===== src/design/gfks_pkg.sv =====
`timescale 1ns / 1ps
package gfks_pkg;
  localparam int CoordW = 48;
  localparam int VarW = 64;
  localparam int NoiseW = 63;
  localparam int CfgIdxW = 3;
  localparam int CfgDataW = 64;
  localparam logic [VarW-1:0] VarInit = 64'hF424_0000_0000_0000;

  localparam logic [CfgIdxW-1:0] RegMinSats = 3'd0;
  localparam logic [CfgIdxW-1:0] RegMinFix = 3'd1;
  localparam logic [CfgIdxW-1:0] RegRecover = 3'd2;
  localparam logic [CfgIdxW-1:0] RegProcNoise = 3'd3;
  localparam logic [CfgIdxW-1:0] RegMeasNoise = 3'd4;

  typedef enum logic [1:0] {
    L_IDLE,
    L_DIV,
    L_MUL,
    L_DONE
  } lane_state_t;

  typedef struct packed {
    logic start;
    logic filt_reset;
    logic signed [CoordW-1:0] z;
  } lane_cmd_t;

  typedef struct packed {
    logic done;
  } lane_stat_t;
endpackage


===== src/design/gfks_lane.sv =====
`timescale 1ns / 1ps
module gfks_lane (
  input  logic clk,
  input  logic rst_n,
  input  gfks_pkg::lane_cmd_t cmd,
  input  logic ack,
  input  logic [gfks_pkg::NoiseW-1:0] process_noise,
  input  logic [gfks_pkg::NoiseW-1:0] measure_noise,
  output gfks_pkg::lane_stat_t stat,
  output logic signed [gfks_pkg::CoordW-1:0] est
);
  import gfks_pkg::*;

  lane_state_t state_r, state_nxt;
  logic [4:0] cnt_r, cnt_nxt;
  logic primed_r;
  logic signed [CoordW-1:0] est_r;
  logic [VarW-1:0] var_r;
  logic [VarW-1:0] d_r, rem_r;
  logic [31:0] q_r;
  logic kone_r, neg_r, prep_r;
  logic [CoordW-1:0] mag_r;
  logic [63:0] prod_r, t_r;
  logic [31:0] mul_a, mul_b, g_lo;
  logic [64:0] var_sum;
  logic [VarW-1:0] var_sat, rem_sh, rnd_sum;
  logic signed [CoordW:0] diff;
  logic [VarW-1:0] p_w, r_w, d_w;

  assign var_sum = {1'b0, var_r} + {2'b00, process_noise};
  assign var_sat = var_sum[64] ? {VarW{1'b1}} : var_sum[VarW-1:0];
  assign p_w = {2'b00, var_r[VarW-1:2]};
  assign r_w = {3'b000, measure_noise[NoiseW-1:2]};
  assign d_w = p_w + r_w;
  assign rem_sh = {rem_r[VarW-2:0], 1'b0};
  assign diff = {cmd.z[CoordW-1], cmd.z} - {est_r[CoordW-1], est_r};
  assign g_lo = 32'd0 - q_r;
  assign rnd_sum = t_r + ((prod_r + 64'h8000_0000) >> 32);

  // step 0,1: magnitude times gain; step 2,3: variance times one minus gain
  always_comb begin
    unique case (cnt_r[1:0])
      2'd0: begin mul_a = {16'h0, mag_r[CoordW-1:32]}; mul_b = q_r; end
      2'd1: begin mul_a = mag_r[31:0]; mul_b = q_r; end
      2'd2: begin mul_a = var_r[63:32]; mul_b = g_lo; end
      default: begin mul_a = var_r[31:0]; mul_b = g_lo; end
    endcase
  end

  always_comb begin
    state_nxt = state_r;
    cnt_nxt = cnt_r;
    unique case (state_r)
      L_IDLE: if (cmd.start) begin
        state_nxt = (primed_r && !cmd.filt_reset) ? L_DIV : L_DONE;
        cnt_nxt = '0;
      end
      L_DIV: if (!prep_r) begin
        cnt_nxt = cnt_r + 5'd1;
        if (cnt_r == 5'd31) begin
          state_nxt = L_MUL;
          cnt_nxt = '0;
        end
      end
      L_MUL: begin
        cnt_nxt = cnt_r + 5'd1;
        if (cnt_r == 5'd4) state_nxt = L_DONE;
      end
      default: if (ack) state_nxt = L_IDLE;
    endcase
  end

  always_ff @(posedge clk) begin
    if (!rst_n) begin
      state_r <= L_IDLE;
      cnt_r <= '0;
      primed_r <= 1'b0;
      est_r <= '0;
      var_r <= VarInit;
      prep_r <= 1'b0;
    end else begin
      state_r <= state_nxt;
      cnt_r <= cnt_nxt;
      // a reset that comes with a start primes the lane below
      if (cmd.filt_reset) begin
        if (!cmd.start) primed_r <= 1'b0;
        var_r <= VarInit;
      end
      unique case (state_r)
        L_IDLE: if (cmd.start) begin
          if (primed_r && !cmd.filt_reset) begin
            var_r <= var_sat;
            neg_r <= diff[CoordW];
            mag_r <= diff[CoordW] ? CoordW'(-diff) : diff[CoordW-1:0];
            prep_r <= 1'b1;
          end else begin
            est_r <= cmd.z;
            primed_r <= 1'b1;
          end
        end
        L_DIV: begin
          if (prep_r) begin
            prep_r <= 1'b0;
            d_r <= d_w;
            rem_r <= p_w;
            q_r <= '0;
            kone_r <= (r_w == '0) || (d_w == '0);
          end else if (rem_sh >= d_r) begin
            rem_r <= rem_sh - d_r;
            q_r <= {q_r[30:0], 1'b1};
          end else begin
            rem_r <= rem_sh;
            q_r <= {q_r[30:0], 1'b0};
          end
        end
        L_MUL: begin
          prod_r <= mul_a * mul_b;
          if (cnt_r == 5'd1 || cnt_r == 5'd3) t_r <= prod_r;
          if (cnt_r == 5'd2) begin
            if (kone_r)
              est_r <= neg_r ? est_r - $signed(mag_r) : est_r + $signed(mag_r);
            else if (neg_r)
              est_r <= est_r - $signed(rnd_sum[CoordW-1:0]);
            else
              est_r <= est_r + $signed(rnd_sum[CoordW-1:0]);
          end
          if (cnt_r == 5'd4) begin
            // gain one leaves no variance, gain zero keeps it
            if (kone_r) var_r <= '0;
            else if (q_r != '0) var_r <= rnd_sum;
          end
        end
        default: ;
      endcase
    end
  end

  assign stat.done = (state_r == L_DONE);
  assign est = est_r;
endmodule


===== config.mk =====
export PLATFORM = sky130hd
export DESIGN_NAME = gfks_lane
export DESIGN_NICKNAME = d
export VERILOG_FILES = /design/src/design/gfks_pkg.sv /design/src/design/gfks_lane.sv
export SDC_FILE = /design/constraint.sdc
export NUM_CORES = 2
export LEC_CHECK = 0
export ABC_AREA = 0
export BUFFER_PORTS_ARGS = -buffer_cell sky130_fd_sc_hd__buf_2
export CAP_MARGIN = 20
export CORE_MARGIN = 5
export CORE_UTILIZATION = 35
export CTS_CLUSTER_DIAMETER = 80
export CTS_CLUSTER_SIZE = 30
export DETAILED_ROUTE_END_ITERATION = 7
export GPL_ROUTABILITY_DRIVEN = 0
export HOLD_SLACK_MARGIN = 0.12
export PLACE_DENSITY = 0.48
export RECOVER_POWER = 100
export REMOVE_ABC_BUFFERS = 1
export SLEW_MARGIN = 20
export SYNTH_ARGS = -nofsm -noshare
export SYNTH_HDL_FRONTEND = slang
export SYNTH_SLANG_ARGS = --single-unit

===== constraint.sdc =====
create_clock -name clk -period 25.9 [get_ports clk]
set_clock_uncertainty 0.1 [all_clocks]
set_input_delay 3.885 -clock clk [delete_from_list [all_inputs] [get_ports clk]]
set_output_delay 3.885 -clock clk [all_outputs]
set_load 0.005 [all_outputs]

==> metrics <==
routed vias 67,500; Hold Fails Final Rpt 0; largest net degree at the start of global routing 110; #FFs+latches synth 457; failing checks capacitance limit, slew limit; grt ovf 0; Post-Synth Adder-Cell Area 33.8%; Worst-path clk slew 0.08 ns; post-layout min period 14.90 ns; worst slew pin tran 4.93 ns; Setup CP Type reg2reg; RSZ-0062 raised after global routing false; worst hold path class reg2reg; Crit Path Max Fanout 22; H-tree Lvls 2; CP max stage cell xor2_1; Core Area 214,000 µm²; initial antenna violation count 22; Syn Area/Cell 8.38 µm²; Routed wire per std cell 25.3 µm; footprint of the multi-input gates 57,200 µm²; Post-CTS Hold Fix Bufs 0; Crit path depth 32; max incr delay on CP 2.17 ns; buffer and inverter count on the worst path 8; die height 474 µm; R2R Setup Slk 11.00 ns; type of destination of the critical path flip-flop; register area 12,500 µm²; Setup Viol. Count Final 0; outcome finished with violations; Synth Area in XOR/XNOR 6.23%; maximum clock insertion buffer count 3; detailed placer's ending HPWL 240,000 µm; cell area after synthesis 75,200 µm²; worst r2r src q_r[0]; Top cell by count, worst path fa_1; register area share after synthesis 16.6%; crit path DAT 15.21 ns; CTS Buf Count 47; post-synthesis mux area share 1.18%; Final nets 10,700; Synth Area in Compound Gates 17.1%; Die Wd 474 µm; detailed router's first-iteration violation count 6,230; die area 224,000 µm²; clock latency on the worst-skew pair 0.71 ns; Hold Path Sink t_r[4]; EDFF count, synth 336; vias in the first global route 66,300; Gate Count Post-Synth 8,980; Post-Route WL 302,000 µm; Fin Setup TNS 0 ns; Cell variety after synth 116; post-CTS setup buffers 0; Crit path required time 26.21 ns; I/O pin cnt 228; max_slew headroom -229%; Starting Density 35.1%; antenna-violating nets left 0; # DRC 0; first-pass iteration count of the detailed router 6; CTS tree done; yosys warns 0; FILL cells 22,100; reg2reg path depth 32; Post-Synth Simple-Gate Area 16.9%; P&R area growth vs syn 9.04%; Most used DFF post-synth edfxtp_1; first-pass GRT wire length 440,000 µm; gr usage total 26.2%; min-delay src prod_r[4]; Resize count post-CTS 0; startpoint types flip-flop; PortBufs 225; Row Count 170; Root Buffer clkbuf_16; pins over their slew limit 745; DR vias/cell 5.67; Worst Hold Path Cells 0; layout cells sized above 1 6.58%; CTS sink count 457; FMAX 0.0671 GHz; max cap viols 17; period utilization 57.5%; crit-path leading delay family adder cells; R2R Path End prod_r[62]; Post-synth ARST share 0%; largest family of logic cells by synthesized area adder cells
## final cells by class
| class | count | area share [%] |
|---|---|---|
| flip-flops and latches | 457 | 15.3 |
| repair buffers | 395 | 2.78 |
| multi-input cells | 6894 | 69.7 |
| clock buffers | 52 | 1.51 |
| well taps | 2838 | 4.33 |
| inverters | 1235 | 5.66 |
| clock inverters | 36 | 0.696 |
| diodes | 11 | 0.0336 |
## cell usage in the layout (no fill, tap or decap), types with 150 or more instances in the layout
master,n
o21ai_0,381
nor2_1,912
inv_1,1229
buf_4,150
fa_1,902
edfxtp_1,336
ha_1,589
nand2_1,1014
a21o_1,235
xor2_1,164
a21oi_1,556
buf_2,189
xnor2_1,337
## sequential cells by signal (all words and copies together) (netlist names), 2 cells and up
| name | count |
|---|---|
| state_r | 2 |
| cnt_r | 5 |
| q_r | 32 |
| prod_r | 64 |
| rem_r | 63 |
| mag_r | 48 |
| d_r | 63 |
| est | 48 |
| var_r | 64 |
| t_r | 64 |
## stage by stage
step / hold slack, ns / utilization, % / area [µm²] / setup slack (ns) / std cells
finish: 0.323 / 38.3 / 82000 / 11.00 / 11900
global route: 0.328 / 38.3 / 82000 / 10.35 / 11900
CTS: 0.325 / 38.4 / 82200 / 13.66 / 11900
detailed placement: 0.305 / 37.5 / 80400 / 13.74 / 11800
global placement: 0.304 / 37.5 / 80400 / 13.83 / 11800
floorplan: 0.300 / - / 73700 / 11.37 / 8586
## worst reg2reg max path: cells and delay by family (launching register included)
family,cells,cell delay (ns)
XOR/XNOR,1,2.17
flip-flops,1,0.33
AO/OA/AOI/OAI,8,3.38
adder cells (fa/ha/maj),10,4.68
buffers and inverters,8,2.84
AND/OR/NAND/NOR,5,1.10
## cell families after synthesis
group	count (synthesis)
AO/OA/AOI/OAI	1976
XOR/XNOR	535
adder cells (fa/ha/maj)	1493
buffers and inverters	1629
flip-flops	457
multiplexers	86
AND/OR/NAND/NOR	2804
## cell usage after synthesis, types with 73 or more instances
library cell,n,area (µm²)
o21ai_0,379,1900
ha_1,591,7390
inv_1,1232,4620
nor3_1,130,651
and3_1,74,463
nand2_1,1014,3810
xnor2_1,353,3090
nor2_1,914,3430
nand3_1,125,626
edfxtp_1,336,10100
a21o_1,236,1770
xor2_1,182,1590
clkbuf_1,353,1330
o21a_1,73,548
dfxtp_1,121,2420
a21oi_1,557,2790
o21bai_1,74,556
fa_1,902,18100
nor2b_1,92,576
a31oi_1,108,676
nand4_1,86,538
## how the worst max path moves through the flow
stage	slack, ns	start	endpoint
3_5_place_dp	13.74	q_r[0]	prod_r[62]
5_1_grt	10.35	q_r[0]	prod_r[62]
3_3_place_gp	13.83	q_r[0]	prod_r[62]
2_1_floorplan	11.37	rst_n	t_r[0]
4_1_cts	13.66	q_r[0]	prod_r[62]
6_report	11.00	q_r[0]	prod_r[62]
## layer usage
metal | global-route usage [%] | part of all wire [%] | vias to the layer above
li1 | - | - | 30400
met1 | 36.1 | 43 | 34100
met2 | 41.2 | 44 | 2624
met3 | 4.74 | 8.2 | 456
met4 | 9.76 | 4.4 | 12
met5 | 0 | 0.026 | -
Power is left out: the tool's default activity adds up to more than one toggle a clock period on the data nets, which glitch-free logic cannot reach.
